===== src/tor_pkg.sv =====
`default_nettype none

package tor_pkg;

  localparam logic [7:0] TN_IAC  = 8'd255;
  localparam logic [7:0] TN_DONT = 8'd254;
  localparam logic [7:0] TN_DO   = 8'd253;
  localparam logic [7:0] TN_WONT = 8'd252;
  localparam logic [7:0] TN_WILL = 8'd251;

  localparam logic KIND_DATA  = 1'b0;
  localparam logic KIND_REPLY = 1'b1;

  typedef struct packed {
    logic       reply;
    logic       wont;
    logic [7:0] value;
  } job_t;

endpackage

`default_nettype wire


===== src/tor_ifs.sv =====
`default_nettype none

interface tor_byte_if;
  logic       valid;
  logic       ready;
  logic [7:0] rx_byte;

  modport source (output valid, output rx_byte, input ready);
  modport sink (input valid, input rx_byte, output ready);
endinterface

interface tor_result_if;
  logic       valid;
  logic       ready;
  logic       kind;
  logic [7:0] out_byte;
  logic       last;

  modport source (output valid, output kind, output out_byte, output last, input ready);
  modport sink (input valid, input kind, input out_byte, input last, output ready);
endinterface

`default_nettype wire


===== src/tor_front.sv =====
`default_nettype none

module tor_front (
  input  wire           clk,
  input  wire           rst,
  tor_byte_if.sink      rx,
  output logic          push,
  output tor_pkg::job_t push_job,
  input  wire           full
);
  import tor_pkg::*;

  typedef enum logic [2:0] {
    PH_DATA = 3'b001,
    PH_CMD  = 3'b010,
    PH_OPT  = 3'b100
  } phase_t;

  phase_t     phase;
  phase_t     phase_next;
  logic       wont;
  logic       wont_next;
  logic       take;
  logic [7:0] b;

  assign rx.ready = !full;
  assign take     = rx.valid && rx.ready;
  assign b        = rx.rx_byte;

  always_comb begin
    phase_next     = phase;
    wont_next      = wont;
    push           = 1'b0;
    push_job.reply = KIND_DATA;
    push_job.wont  = wont;
    push_job.value = b;
    if (take) begin
      unique case (phase)
        PH_CMD: begin
          if (b == TN_DO || b == TN_DONT) begin
            wont_next  = 1'b1;
            phase_next = PH_OPT;
          end else if (b == TN_WILL || b == TN_WONT) begin
            wont_next  = 1'b0;
            phase_next = PH_OPT;
          end else begin
            phase_next = PH_DATA;
          end
        end
        PH_OPT: begin
          push           = 1'b1;
          push_job.reply = KIND_REPLY;
          phase_next     = PH_DATA;
        end
        default: begin
          phase_next = PH_DATA;
          if (b == TN_IAC) begin
            phase_next = PH_CMD;
          end else if (b != 8'd0) begin
            push = 1'b1;
          end
        end
      endcase
    end
  end

  always_ff @(posedge clk) begin
    if (rst) begin
      phase <= PH_DATA;
      wont  <= 1'b0;
    end else begin
      phase <= phase_next;
      wont  <= wont_next;
    end
  end

  a_push_room: assert property (@(posedge clk) disable iff (rst) push |-> !full)
    else $error("push into full queue");

endmodule

`default_nettype wire


===== src/tor_queue.sv =====
`default_nettype none

module tor_queue #(
  parameter int DEPTH = 4
) (
  input  wire                clk,
  input  wire                rst,
  input  wire                push,
  input  wire tor_pkg::job_t push_job,
  output logic               full,
  input  wire                pop,
  output tor_pkg::job_t      head_job,
  output logic               empty
);
  import tor_pkg::*;

  localparam int PW = (DEPTH > 1) ? $clog2(DEPTH) : 1;
  localparam int CW = $clog2(DEPTH + 1);

  job_t          mem [DEPTH];
  logic [PW-1:0] wr_ptr;
  logic [PW-1:0] rd_ptr;
  logic [CW-1:0] count;

  assign full     = count == CW'(DEPTH);
  assign empty    = count == '0;
  assign head_job = mem[rd_ptr];

  always_ff @(posedge clk) begin
    if (push) begin
      mem[wr_ptr] <= push_job;
    end
  end

  always_ff @(posedge clk) begin
    if (rst) begin
      wr_ptr <= '0;
      rd_ptr <= '0;
      count  <= '0;
    end else begin
      if (push) begin
        wr_ptr <= (wr_ptr == PW'(DEPTH - 1)) ? '0 : wr_ptr + 1'b1;
      end
      if (pop) begin
        rd_ptr <= (rd_ptr == PW'(DEPTH - 1)) ? '0 : rd_ptr + 1'b1;
      end
      if (push && !pop) begin
        count <= count + 1'b1;
      end else if (pop && !push) begin
        count <= count - 1'b1;
      end
    end
  end

  a_count_bound: assert property (@(posedge clk) disable iff (rst) count <= CW'(DEPTH))
    else $error("queue count overflow");

endmodule

`default_nettype wire


===== src/tor_back.sv =====
`default_nettype none

module tor_back (
  input  wire                clk,
  input  wire                rst,
  input  wire tor_pkg::job_t head_job,
  input  wire                empty,
  output logic               pop,
  tor_result_if.source       tx
);
  import tor_pkg::*;

  typedef enum logic [2:0] {
    ST_HEAD = 3'b001,
    ST_VERB = 3'b010,
    ST_OPT  = 3'b100
  } step_t;

  step_t      step;
  step_t      step_next;
  logic       load;
  logic       out_valid;
  logic       out_kind;
  logic [7:0] out_byte;
  logic       out_last;
  logic       beat_kind;
  logic [7:0] beat_byte;
  logic       beat_last;

  assign tx.valid    = out_valid;
  assign tx.kind     = out_kind;
  assign tx.out_byte = out_byte;
  assign tx.last     = out_last;
  assign load        = !out_valid || tx.ready;

  always_comb begin
    step_next = step;
    pop       = 1'b0;
    beat_kind = head_job.reply;
    beat_byte = head_job.value;
    beat_last = 1'b1;
    if (head_job.reply == KIND_DATA) begin
      pop = load && !empty;
    end else begin
      unique case (step)
        ST_VERB: begin
          beat_byte = head_job.wont ? TN_WONT : TN_DONT;
          beat_last = 1'b0;
          step_next = ST_OPT;
        end
        ST_OPT: begin
          pop       = load && !empty;
          step_next = ST_HEAD;
        end
        default: begin
          beat_byte = TN_IAC;
          beat_last = 1'b0;
          step_next = ST_VERB;
        end
      endcase
    end
  end

  always_ff @(posedge clk) begin
    if (rst) begin
      out_valid <= 1'b0;
      step      <= ST_HEAD;
    end else if (load) begin
      out_valid <= !empty;
      if (!empty) begin
        step <= step_next;
      end
    end
  end

  always_ff @(posedge clk) begin
    if (load && !empty) begin
      out_kind <= beat_kind;
      out_byte <= beat_byte;
      out_last <= beat_last;
    end
  end

  a_data_single: assert property (@(posedge clk) disable iff (rst)
    out_valid && out_kind == KIND_DATA |-> out_last)
    else $error("data beat without last");

  a_reply_run: assert property (@(posedge clk) disable iff (rst)
    out_valid && tx.ready && out_kind == KIND_REPLY && !out_last |=> out_valid)
    else $error("gap inside reply");

  a_step_entry: assert property (@(posedge clk) disable iff (rst)
    step != ST_HEAD |-> !empty)
    else $error("reply in progress with empty queue");

endmodule

`default_nettype wire


===== src/telnet_option_refuse_filter_unit.sv =====
`default_nettype none

// channel | dir | handshake    | payload
// rx      | in  | valid/ready  | rx_byte[7:0]
// tx      | out | valid/ready  | kind, out_byte[7:0], last
//
// rx takes one byte per cycle while the job queue (DEPTH entries) has room.
// tx gives one beat per cycle while tx ready is high, from an output register: one beat per data byte,
// three beats per refusal, so a refusal holds the queue head until its third beat is loaded.
// An rx beat reaches tx through its job queue entry and then the tx output register.
// rst is synchronous, active high; it clears phase, queue pointers and tx valid.
// A stall on tx fills the queue; rx ready drops only when the queue is full.
module telnet_option_refuse_filter_unit #(
  parameter int DEPTH = 4
) (
  input  wire          clk,
  input  wire          rst,
  tor_byte_if.sink     rx,
  tor_result_if.source tx
);
  import tor_pkg::*;

  logic push;
  job_t push_job;
  logic full;
  logic pop;
  job_t head_job;
  logic empty;

  tor_front u_front (
    .clk      (clk),
    .rst      (rst),
    .rx       (rx),
    .push     (push),
    .push_job (push_job),
    .full     (full)
  );

  tor_queue #(
    .DEPTH (DEPTH)
  ) u_queue (
    .clk      (clk),
    .rst      (rst),
    .push     (push),
    .push_job (push_job),
    .full     (full),
    .pop      (pop),
    .head_job (head_job),
    .empty    (empty)
  );

  tor_back u_back (
    .clk      (clk),
    .rst      (rst),
    .head_job (head_job),
    .empty    (empty),
    .pop      (pop),
    .tx       (tx)
  );

endmodule

`default_nettype wire


===== src/flat_wrapper.sv =====
// flat-port wrapper written by rule: the top's interface ports become plain ports
module telnet_option_refuse_filter_unit_flat import tor_pkg::*;
#(
  parameter int DEPTH = 4
)
  (clk, rst, rx_valid, rx_rx_byte, rx_ready, tx_valid, tx_kind, tx_out_byte, tx_last, tx_ready);
  tor_byte_if rx_i ();
  tor_result_if tx_i ();
  input  wire clk;
  input  wire rst;
  input wire logic [$bits(rx_i.valid)-1:0] rx_valid;
  input wire logic [$bits(rx_i.rx_byte)-1:0] rx_rx_byte;
  output wire logic [$bits(rx_i.ready)-1:0] rx_ready;
  output wire logic [$bits(tx_i.valid)-1:0] tx_valid;
  output wire logic [$bits(tx_i.kind)-1:0] tx_kind;
  output wire logic [$bits(tx_i.out_byte)-1:0] tx_out_byte;
  output wire logic [$bits(tx_i.last)-1:0] tx_last;
  input wire logic [$bits(tx_i.ready)-1:0] tx_ready;
  assign rx_i.valid = rx_valid;
  assign rx_i.rx_byte = rx_rx_byte;
  assign rx_ready = rx_i.ready;
  assign tx_valid = tx_i.valid;
  assign tx_kind = tx_i.kind;
  assign tx_out_byte = tx_i.out_byte;
  assign tx_last = tx_i.last;
  assign tx_i.ready = tx_ready;
  telnet_option_refuse_filter_unit #(.DEPTH(DEPTH)) u_core (.clk(clk), .rst(rst), .rx(rx_i), .tx(tx_i));
endmodule

===== config.mk =====
export PLATFORM = sky130hd
export DESIGN_NAME = telnet_option_refuse_filter_unit_flat
export DESIGN_NICKNAME = d
export VERILOG_FILES = /design/src/tor_pkg.sv /design/src/tor_ifs.sv /design/src/tor_front.sv /design/src/tor_queue.sv /design/src/tor_back.sv /design/src/telnet_option_refuse_filter_unit.sv /design/src/flat_wrapper.sv
export SDC_FILE = /design/constraint.sdc
export NUM_CORES = 1
export LEC_CHECK = 0
export BUFFER_PORTS_ARGS = -buffer_cell sky130_fd_sc_hd__buf_2
export CAP_MARGIN = 20
export CORE_MARGIN = 2
export CORE_UTILIZATION = 25
export DETAILED_ROUTE_END_ITERATION = 6
export GPL_TIMING_DRIVEN = 0
export PLACE_DENSITY = 0.45
export SYNTH_ARGS = -nofsm -noshare
export SYNTH_HDL_FRONTEND = slang
export SYNTH_HIERARCHICAL = 1
export SYNTH_SLANG_ARGS = --single-unit

===== constraint.sdc =====
create_clock -name clk -period 3.3 [get_ports clk]
set_input_delay 0.66 -clock clk [delete_from_list [all_inputs] [get_ports clk]]
set_output_delay 0.66 -clock clk [all_outputs]
set_load 0.02 [all_outputs]

---- Word-level counts from Yosys, hierarchy flattened ----
Memory sizes are Yosys's and may differ from the RTL's. A register that Yosys moved wholly into a read port is not among the register bits.
Index checks and enable logic that the tools add are counted.
Widths: inputs -> output; s select.
word-level totals
  ROM bits ................................ 0
  latch bits .............................. 0
  memories kept ........................... 1
  input bits .............................. 12
  bits in writable memories ............... 40
  register bits after elaboration ......... 25
  output and inout port bits .............. 12
  word-level logic and storage cells ...... 73
cells by class
  equal/unequal tests ..................... 12
  $mul .................................... 0
  divide/modulo/power cells ............... 0
  order comparisons ....................... 0
  shift-type cells ........................ 0
  reductions and logical operators ........ 18
  bitwise gates (word level) .............. 1
  multiplexer cells ....................... 27
  $add $sub $neg .......................... 4
memory list
  name                words  bits a word  rd ports  clocked after memory_dff  write ports  RTL line         text
  u_core.u_queue.mem  4      10           1         1                         1            tor_queue.sv:20  job_t mem [DEPTH];
operator list
  kind                 count
  $eq 8x8->1 const B   5
  $pmux 8 s2           1
  $mux 1               12
  $mux 2               6
  $mux 3               4
  $pmux 3 s2           2
  $eq 3x3->1 const B   3
  $mux 8               1
  $reduce_bool 8->1    1
  $eq 3x2->1 const B   2
  $reduce_and 3->1     2
  $logic_not 1->1      5
  $add 2x1->2 const B  2
  $eq 2x2->1 const B   2
  $logic_and 1x1->1    4
  $reduce_bool 2->1    2
  $add 3x1->3 const B  1
  $logic_not 3->1      1
  $logic_or 1x1->1     3
  $sub 3x1->3 const B  1
  $pmux 1 s2           1
  $not 1->1            1

---- Longest topological paths before layout ----
Gate-level depths: netlist of the first run.
  depth in word-level cells ............... 9
  mapped depth ............................ 11
  depth with buffers taken out ............ 10

---- Modules after synthesis ----
The synthesis of the first run kept the hierarchy.
modules (own cells, without submodules)
  module     cells each  times used  sequential area each (sq um)  area an instance (sq um)
  tor_queue  96          1           1381.3                        1883.1
  tor_back   45          1           380.4                         590.6
  tor_front  49          1           80.1                          375.4

---- Worst setup path before layout of the first run ----
No wires, ideal clock.
  path kind ............................... input-to-reg
  start point ............................. input rx_rx_byte[3]
  end point ............................... register u_core.u_queue.count[2]
  data arrival time ....................... 2.509 ns
  setup slack ............................. 0.721 ns
  stages on the path ...................... 8
  data required time ...................... 3.230 ns
  buffers on the path ..................... 0
  library setup time ...................... 0.070 ns
  cells stage by stage .................... or4_2 o21a_1 ha_1 inv_1 fa_1 xor2_1 or3_1 a21oi_1
on the way
  longest elaborated chain between the ends .. 8
  elaborated cells between the ends (all ways) .. 11
  those cells by class .................... eq/ne (1); mux (5); reduce/logical (5)
RTL lines
  element                             RTL line                                text
  start: declaration                  flat_wrapper.sv:12                      input wire logic [$bits(rx_i.rx_byte)-1:0] rx_rx_byte;
  $reduce_bool 8->1                   tor_front.sv:59                         end else if (b != 8'd0) begin
  $mux 1                              tor_front.sv:59
  $mux 1 (*)                          tor_front.sv:57                         if (b == TN_IAC) begin
  $pmux 1 s2 (*)                      tor_front.sv:38                         unique case (phase)
  $mux 1 (*)                          tor_front.sv:37                         if (take) begin
  via u_core.push                     telnet_option_refuse_filter_unit.sv:23  logic push;
  $logic_not 1->1                     tor_queue.sv:49                         end else if (pop && !push) begin
  $logic_and 1x1->1                   tor_queue.sv:49
  $reduce_bool 2->1 (no source line)  n/a
  end signal: assignment              tor_queue.sv:48                         count <= count + 1'b1;
  end signal: assignment              tor_queue.sv:50                         count <= count - 1'b1;
  end: declaration                    tor_queue.sv:23                         logic [CW-1:0] count;
The timed path passes the listed nets; every way through them passes the cells marked *.
A chain may end at the register's enable or synchronous reset.

---- Worst setup path after layout of the first run ----
  start point ............................. register u_core.u_queue.count[1]
  end point ............................... register u_core.u_queue.count[2]
on the way
  longest elaborated chain between the ends .. 8
  elaborated cells between the ends (all ways) .. 18
  those cells by class .................... add/sub (2); eq/ne (1); mux (5); reduce/logical (10)
RTL lines
  element                                             RTL line                                text
  $logic_not 3->1 (*)                                 tor_queue.sv:26                         assign empty = count == '0;
  via u_core.empty                                    telnet_option_refuse_filter_unit.sv:28  logic empty;
  $logic_not 1->1 (*)                                 tor_back.sv:43, tor_back.sv:52
  $logic_and 1x1->1 (*)                               tor_back.sv:43, tor_back.sv:52
  $mux 1                                              tor_back.sv:45                          unique case (step)
  $mux 1 (*)                                          tor_back.sv:42                          if (head_job.reply == KIND_DATA) begin
  via u_core.pop                                      telnet_option_refuse_filter_unit.sv:26  logic pop;
  $logic_not 1->1                                     tor_queue.sv:47                         if (push && !pop) begin
  $logic_and 1x1->1                                   tor_queue.sv:47
  $mux 3 / $reduce_bool 2->1 (equally long branches)  n/a
The timed path passes the listed nets; every way through them passes the cells marked *. The select of a mux whose other input is x is not followed.

==> impl_summary.md, run 1 <==
Final layout
In the layout the commonest cells are sky130_fd_sc_hd__edfxtp_1 (50), sky130_fd_sc_hd__buf_2 (23), sky130_fd_sc_hd__dfxtp_1 (17). The most frequent standard cell in the layout excluding fill and tap cells is sky130_fd_sc_hd__edfxtp_1. The total inserted antenna cells is 0. Of the cells placed in the final design, the portion with a size suffix greater than 1 is 0.2838. The area growth from synthesis to layout is 22.18%. For this run, the post-layout net count is 243.

The number of cells in the finished layout apart from fillers is 369.

Setup path
The worst register-to-register path has a setup slack of 0.39 ns. The critical path's largest stage delay is 0.51 ns. The data arrival time of the worst path is 3.16 ns.

The startpoint of the worst register-to-register path is u_core/u_queue/count[1]. Of all nets on the critical path, the largest fanout is 11. Traced cell by cell, the critical path runs through nor3_1 -> nor2_1 -> and2_1 -> inv_1 -> ha_1 -> inv_1 -> fa_1 -> xor2_1 -> or3_1 -> a21oi_1. The worst setup path is launched from a register.

STA classifies the critical path endpoint as a register. The endpoint of the lowest-slack register-to-register path is u_core/u_queue/count[2]. The type of the setup path with the least slack is register to register.

The critical path starts at u_core/u_queue/count[1]. Counting cells, the worst reg-to-reg path comes to 10. The slowest stage of the critical path is the sky130_fd_sc_hd__nor3_1 cell.

By instance count, the cell type seen most on the critical path is sky130_fd_sc_hd__inv_1. For the worst setup path, the data required time is 3.55 ns.

Power
The worst-case IR drop observed on VDD is 0.2511 mV. The ratio of total power to cell area is 883.3 nW/um^2. The analysis attributes to cell leakage a power of 1.206 nW.

Floorplan
The effective utilization at floorplan is 0.2594. From left edge to right edge, the die measures 110.8 um. The core region is 10980 sq um. The site row count is 38. The die covers 12270 sq um. Measured along the y axis, the die boundary spans 110.8 um. 24 I/O pins were placed.

Route
The detailed-route DRC error count is 0. The antenna violation net count after detailed routing is 0. The number of iterations in the first detailed-routing pass is 4.

The via density per instance is 4.198. The detailed router put a total of 2.589 mm of wire on met1. The number of design-rule violations left by the first detailed-router iteration is 42. In the detailed route, the total length drawn on met3 is 142 um. Wire segments on met2 add up to 2.456 mm in the final route. For this block, the routed nets add up to 5.212 mm of wire. The via count is 1549. Dividing the detail-routed wire length by the instance count gives 14.12 um. The highest layer used for signal routing is met4.

Hold path
The worst min-delay path class is register to register. The launch instance of the worst min-delay path is u_core/u_queue/count[2]. The cell depth of the worst min-delay path is 2. For hold timing, the worst endpoint is u_core/u_queue/count[2].

Synthesis
The sequential fraction of the synthesis area is 0.6465. Among all flip-flop cells after synthesis, the most frequent one is sky130_fd_sc_hd__edfxtp_1. In the synthesized netlist, the number of instances is 190. The average footprint of a synthesized cell is 14.99 sq um. The synthesized flop and latch total is 67. The netlist uses 44 different library cells. The synthesized netlist occupies a cell area of 2849 sq um. The net count of the mapped netlist is 209. The warning count from the yosys run is 6. The proportion of synthesized flip-flops having asynchronous set or reset is 0.

In this run, synthesis inferred 50 flip-flops with an integrated enable.

Clocking
The number of clock sinks is 67. The H-tree depth is 3. The number of buffers inserted during clock tree synthesis is 9.

After clock tree synthesis, the flow added hold-fix buffers numbering 0. In this run, post-CTS repair resized a total of 0 instances. The clock transition time at the flip-flop clock pins of the worst setup and hold paths is 0.05 ns.

Clock latency on the worst-skew pair, taken at its later pin, is 0.32 ns. The maximum root-to-sink buffer count is 2. TritonCTS built the clock tree.

The tree is rooted in a sky130_fd_sc_hd__clkbuf_16. The post-CTS setup buffer count is 0.

Timing
The clock period could shrink to 2.906 ns. The setup TNS after final layout is 0 ns. Setup repair after global routing left no endpoint under its margin. In this run the tightest slew margin relative to its limit is 0.4237. The period utilization is 0.8807. The max-slew violation total from the final report is 0.

The number of endpoints failing setup at the final stage is 0. The number of hold violations in the final report is 0. The clock arrives with 0.006891 ns of skew.

For the pin with the worst max-slew slack, the measured transition is 0.8612 ns. The top achievable clock speed is 344.1 MHz.

Global route
The first-pass GRT wire length is 8.597 mm. The number of antenna violations at the first check in global routing is 0. Entering global routing, the biggest net connects 17 pins. Across every metal layer, demand over resource in global routing totals 0.09121. The number of global-route vias before repair is 1624. Summed over all layers, the global routing overflow is 0.

Placed design
The HPWL reported at the end of detailed placement is 3.592 mm. The number of I/O port buffers is 23. The routability congestion estimate is 0.6953.

The number of cells in the design after placement is 353.

Run status
The run finished with clean final reports.

Job
The number of maximum-capacitance constraint violations is 0.
## cells in the mapped netlist (all sizes together) (2+ instances only)
cell type,count,area (sq um)
mux2i,4,40.04
nor2b,4,27.53
nand2,4,15.01
o22a,2,17.52
and2,5,31.28
nand4,2,25.02
nand3,2,10.01
dfxtp,17,340.3
nor3,5,30.03
nor3b,4,30.03
o21ai,4,23.77
xor2,2,17.52
xnor2,2,17.52
inv,8,30.03
mux4,10,225.2
a31oi,3,18.77
nand2b,12,75.07
a21oi,5,25.02
buf,10,78.82
nor2,12,45.04
edfxtp,50,1501
ha,6,75.07
## metal layers
layer / up-vias / track usage
met5: - / 0
met4: 0 / 0.05000
met3: 2 / 0.02132
met2: 21 / 0.1391
met1: 743 / 0.1197
li1: 783 / -
## per-stage QoR
step	cell area [sq um]	setup slack [ns]	total power [mW]	hold slack (ns)	util
floorplan	2849	0.7214	1.803	0.4603	-
global placement	3139	0.3758	2.017	0.4914	0.2858
detailed placement	3139	0.3467	2.021	0.4965	0.2858
CTS	3481	0.3701	3.121	0.5051	0.3169
global route	3481	0.1406	3.253	0.5376	0.3169
finish	3481	0.3938	3.075	0.4995	0.3169
## critical path, delay by kind of cell, from the launching register on
kind / cells / cell delay (ns)
XOR/XNOR: 1 / 0.16
AND/OR/NAND/NOR: 4 / 1.48
flip-flops: 1 / 0.35
AO/OA/AOI/OAI: 1 / 0.13
buffers and inverters: 2 / 0.17
adder cells (fa/ha/maj): 2 / 0.55
## flip-flops by register name, indices dropped and copies added, names as in the netlist, named ones only
name	count
u_core/u_queue/mem	40
u_core/u_back/tx.out_byte	8
u_core/u_back/step	3
u_core/u_front/phase	3
u_core/u_queue/count	3
u_core/u_queue/rd_ptr	2
u_core/u_queue/wr_ptr	2
u_core/u_back/tx.kind	1
u_core/u_back/tx.last	1
u_core/u_back/tx.valid	1
u_core/u_front/wont	1
## where the power goes
part | internal [mW] | switching [mW] | leakage [nW]
Combinational | 0.341 | 0.451 | 0.451
Clock | 0.735 | 0.350 | 0.155
Sequential | 1.12 | 0.0748 | 0.600
Total | 2.20 | 0.875 | 1.21
## logic make-up after synthesis
group | count (synthesis) | synth area share
xor gates and xnor gates | 4 | 0.01230
buffers and inverters | 19 | 0.03996
and+or+nand+nor | 54 | 0.1116
adders and majority gates | 7 | 0.03338
muxes | 14 | 0.09311
DFF | 67 | 0.6465
AOI/OAI and AO/OA | 25 | 0.06325
## layout make-up
class	instances	area (sq um)
timing repair buffer	23	115.1
buffer	11	83.83
multi-input combinational	104	893.4
tap	140	175.2
clock inverter	7	116.4
sequential	67	1842
fill	1076	7502
inverter	8	30.03
clock buffer	9	225.2
## how the worst max path moves through the flow
stage | slack [ns] | depth (start not counted) | end
5_1_grt | 0.14 | 10 | u_core/u_queue/count[2]
6_report | 0.39 | 10 | u_core/u_queue/count[2]
4_1_cts | 0.37 | 10 | u_core/u_queue/count[2]
3_3_place_gp | 0.38 | 11 | u_core/u_queue/count[2]
2_1_floorplan | 0.72 | 8 | u_core/u_queue/count[2]
3_5_place_dp | 0.35 | 11 | u_core/u_queue/count[2]
(Power assumes the default switching activity.)
==> run 2, diff against run 1 <==
- CORE_UTILIZATION: 25 -> 50
- PLACE_DENSITY: 0.45 -> 0.74
==> run 2 against run 1 <==
Compared with the run above: final cell count decreased by 18%; global-route usage increased by 7.8 points; clock power is 27% lower; combinational power is 0.8% lower; design area fell by 5.6%; clock skew down 0.0027 ns; via count rose by 1.5%; critical path type unchanged; largest cell class unchanged; largest power group unchanged; highest routed layer unchanged.
==> impl_summary.md, run 2 (synthesized netlist as in run 1, its figures left out) <==
Global route
The number of antenna violations at the first check in global routing is 0 (unchanged). The number of global-route vias before repair was 1593 (-1.9%). The overall routing resource usage was 0.1695 (+0.07825). The largest net degree at the start of global routing is 17 (unchanged). The sum of overflow across all layers after global routing is 0 (unchanged). The first-pass GRT wire length was 7.748 mm (-9.9%).

Timing
The worst relative slew slack is 0.4473 (+0.02358). The smallest setup slack after layout was 0.4696 ns (+0.07580 ns). Setup repair after global routing left no endpoint under its margin. The pin slew with the least headroom to its limit is 0.8260 ns (-0.03523 ns). The number of endpoints failing setup at the final stage is 0 (unchanged). The period utilization was 0.8577 (-0.02297). The number of hold violations in the final report is 0 (unchanged).

The top achievable clock speed is 353.3 MHz (+2.7%). The clock skew after layout is 0.004206 ns (-0.002685 ns). The max-slew violation total from the final report is 0 (unchanged). The time the worst path needs with I/O delays and setup was 2.830 ns (-0.07580 ns). The setup TNS after final layout is 0 ns (unchanged).

Setup path
The required time at the worst-slack endpoint is 3.57 ns (+0.02 ns). The endpoint class of the critical path is a register. The worst setup path is launched from a register. The worst-path maximum fanout is 11 (unchanged). The data arrival time of the worst path came to 3.10 ns (-0.06 ns). The critical path is of the register to register type.

Route
The via density per instance is 5.223 (+24%). The detailed-route DRC error count is 0 (unchanged). The via count is 1572 (+1.5%). The antenna violation net count after detailed routing was 0 (unchanged). The number of design-rule violations left by the first detailed-router iteration is 162 (+290%). The detailed-route wire length per cell is 15.75 um (+12%). The routed wire length is 4.742 mm (-9.0%). The number of iterations in the first detailed-routing pass came to 4 (unchanged).

Final layout
The register with the most flip-flops is u_core/u_queue/mem. The net count of the finished layout is 243 (unchanged). Leaving out fill and tap cells, the most frequent cell in the layout is sky130_fd_sc_hd__edfxtp_1. The share of final-layout standard cells stronger than drive strength 1 is 0.2795 (-0.004367). The largest registers in the layout are u_core/u_queue/mem (40), u_core/u_back/tx.out_byte (8). The flip-flop count of the largest register after layout is 40 (unchanged). Leaving out fill and tap cells, the most frequent cells in the layout are sky130_fd_sc_hd__edfxtp_1 (50), sky130_fd_sc_hd__buf_2 (23), sky130_fd_sc_hd__dfxtp_1 (17). The total inserted antenna cells is 0 (unchanged). The area growth from synthesis to layout is 15.33%.

Placed design
The routability congestion estimate came to 0.7645 (+10%). The number of I/O port buffers was 23 (unchanged). The HPWL reported at the end of detailed placement is 3.284 mm (-8.6%). The worst slack at placement was 0.3894 ns (+0.04275 ns).

Power
The total power draw is 2.771 mW (-9.9%). The peak ir drop on the vdd network is 0.3453 mV (+38%). The leakage power summed over all cells came to 1.169 nW (-3.1%). The ratio of total power to cell area is 843.4 nW/um^2 (-4.5%).

Floorplan
The vertical extent of the die is 79.49 um (-28%). The effective utilization at floorplan is 0.5174 (+0.2580). The x dimension of the die is 79.49 um (-28%). The die footprint is 6318 sq um (-48%). The top-level port count is 24 (unchanged). The site row count is 27 (-29%). The area of the core region is 5507 sq um (-50%).

Hold path
The path class of the tightest hold or removal check is register to register.

Clocking
The H-tree depth is 3 (unchanged). The number of hold buffers added after cts is 0 (unchanged). The latest clock arrival within the worst-skew pair came to 0.33 ns (about the same). The cell sitting at the root of the clock tree is a sky130_fd_sc_hd__clkbuf_8. TritonCTS built the clock tree.

The number of clock sinks is 67 (unchanged). The maximum root-to-sink buffer count is 2 (unchanged). The count of cells resized by post-cts repair is 0 (unchanged).

The number of buffers inserted during clock tree synthesis is 9 (unchanged). The post-CTS setup buffer count is 0 (unchanged). The clock transition time at the flip-flop clock pins of the worst setup and hold paths is 0.07 ns (+0.02 ns).

Job
The number of maximum-capacitance constraint violations is 0 (unchanged).

Run status
The flow ran to the end, and the final reports show no timing, DRC or antenna violations.
-- run 2: cell count changes in the layout (fill, tap and decap cells not counted), sizes merged --
cell / delta
clkinv: +2
clkbuf: +1
clkinvlp: -3
-- run 2: layout make-up --
type / count / area (sq um)
clock buffer: 10 / 127.6
timing repair buffer: 23 / 115.1
fill: 431 / 2221
inverter: 8 / 30.03
sequential: 67 / 1842
buffer: 11 / 83.83
multi-input combinational: 104 / 893.4
tap: 72 / 90.09
clock inverter: 6 / 103.9
-- run 2: worst max-delay path, cell delays in order (launching register included) --
cell                      delay (ns)
sky130_fd_sc_hd__dfxtp_1        0.36
sky130_fd_sc_hd__nor3_1         0.45
sky130_fd_sc_hd__nor2_1         0.33
sky130_fd_sc_hd__and2_1         0.30
sky130_fd_sc_hd__inv_1          0.10
sky130_fd_sc_hd__ha_1           0.19
sky130_fd_sc_hd__inv_1          0.06
sky130_fd_sc_hd__fa_1           0.37
sky130_fd_sc_hd__xor2_1         0.16
sky130_fd_sc_hd__or3_1          0.31
sky130_fd_sc_hd__a21oi_1        0.14
-- run 2: metrics by stage --
step                      utilization  area, sq um  hold slack, ns  cells
after floorplan                     -         2849          0.4603    190
final                          0.5967         3286          0.5058    301
after global placement         0.5546         3054          0.4814    285
after CTS                      0.5967         3286          0.5011    301
after global routing           0.5967         3286          0.5333    301
after detailed placement       0.5546         3054          0.4909    285
-- run 2: path summary, 6_finish.rpt --
check	start	endpoint	slack [ns]	depth (start not counted)
max reg2reg	u_core/u_queue/count[0]	u_core/u_queue/count[2]	0.47	10
min reg2reg	u_core/u_queue/count[2]	u_core/u_queue/count[2]	0.51	2
max	u_core/u_queue/count[0]	u_core/u_queue/count[2]	0.47	10
min	u_core/u_queue/count[2]	u_core/u_queue/count[2]	0.51	2
-- run 2: power by group --
group | switching [mW] | internal, mW
Sequential | 0.0770 | 1.12
Combinational | 0.443 | 0.342
Clock | 0.289 | 0.497
-- run 2: per-layer routing --
metal / global-route usage / routed length, um / up-vias
li1: - / - / 788
met1: 0.2091 / 2159 / 747
met2: 0.2748 / 2377 / 31
met3: 0.04412 / 143 / 6
met4: 0.08793 / 61 / 0
met5: 0 / 0 / -
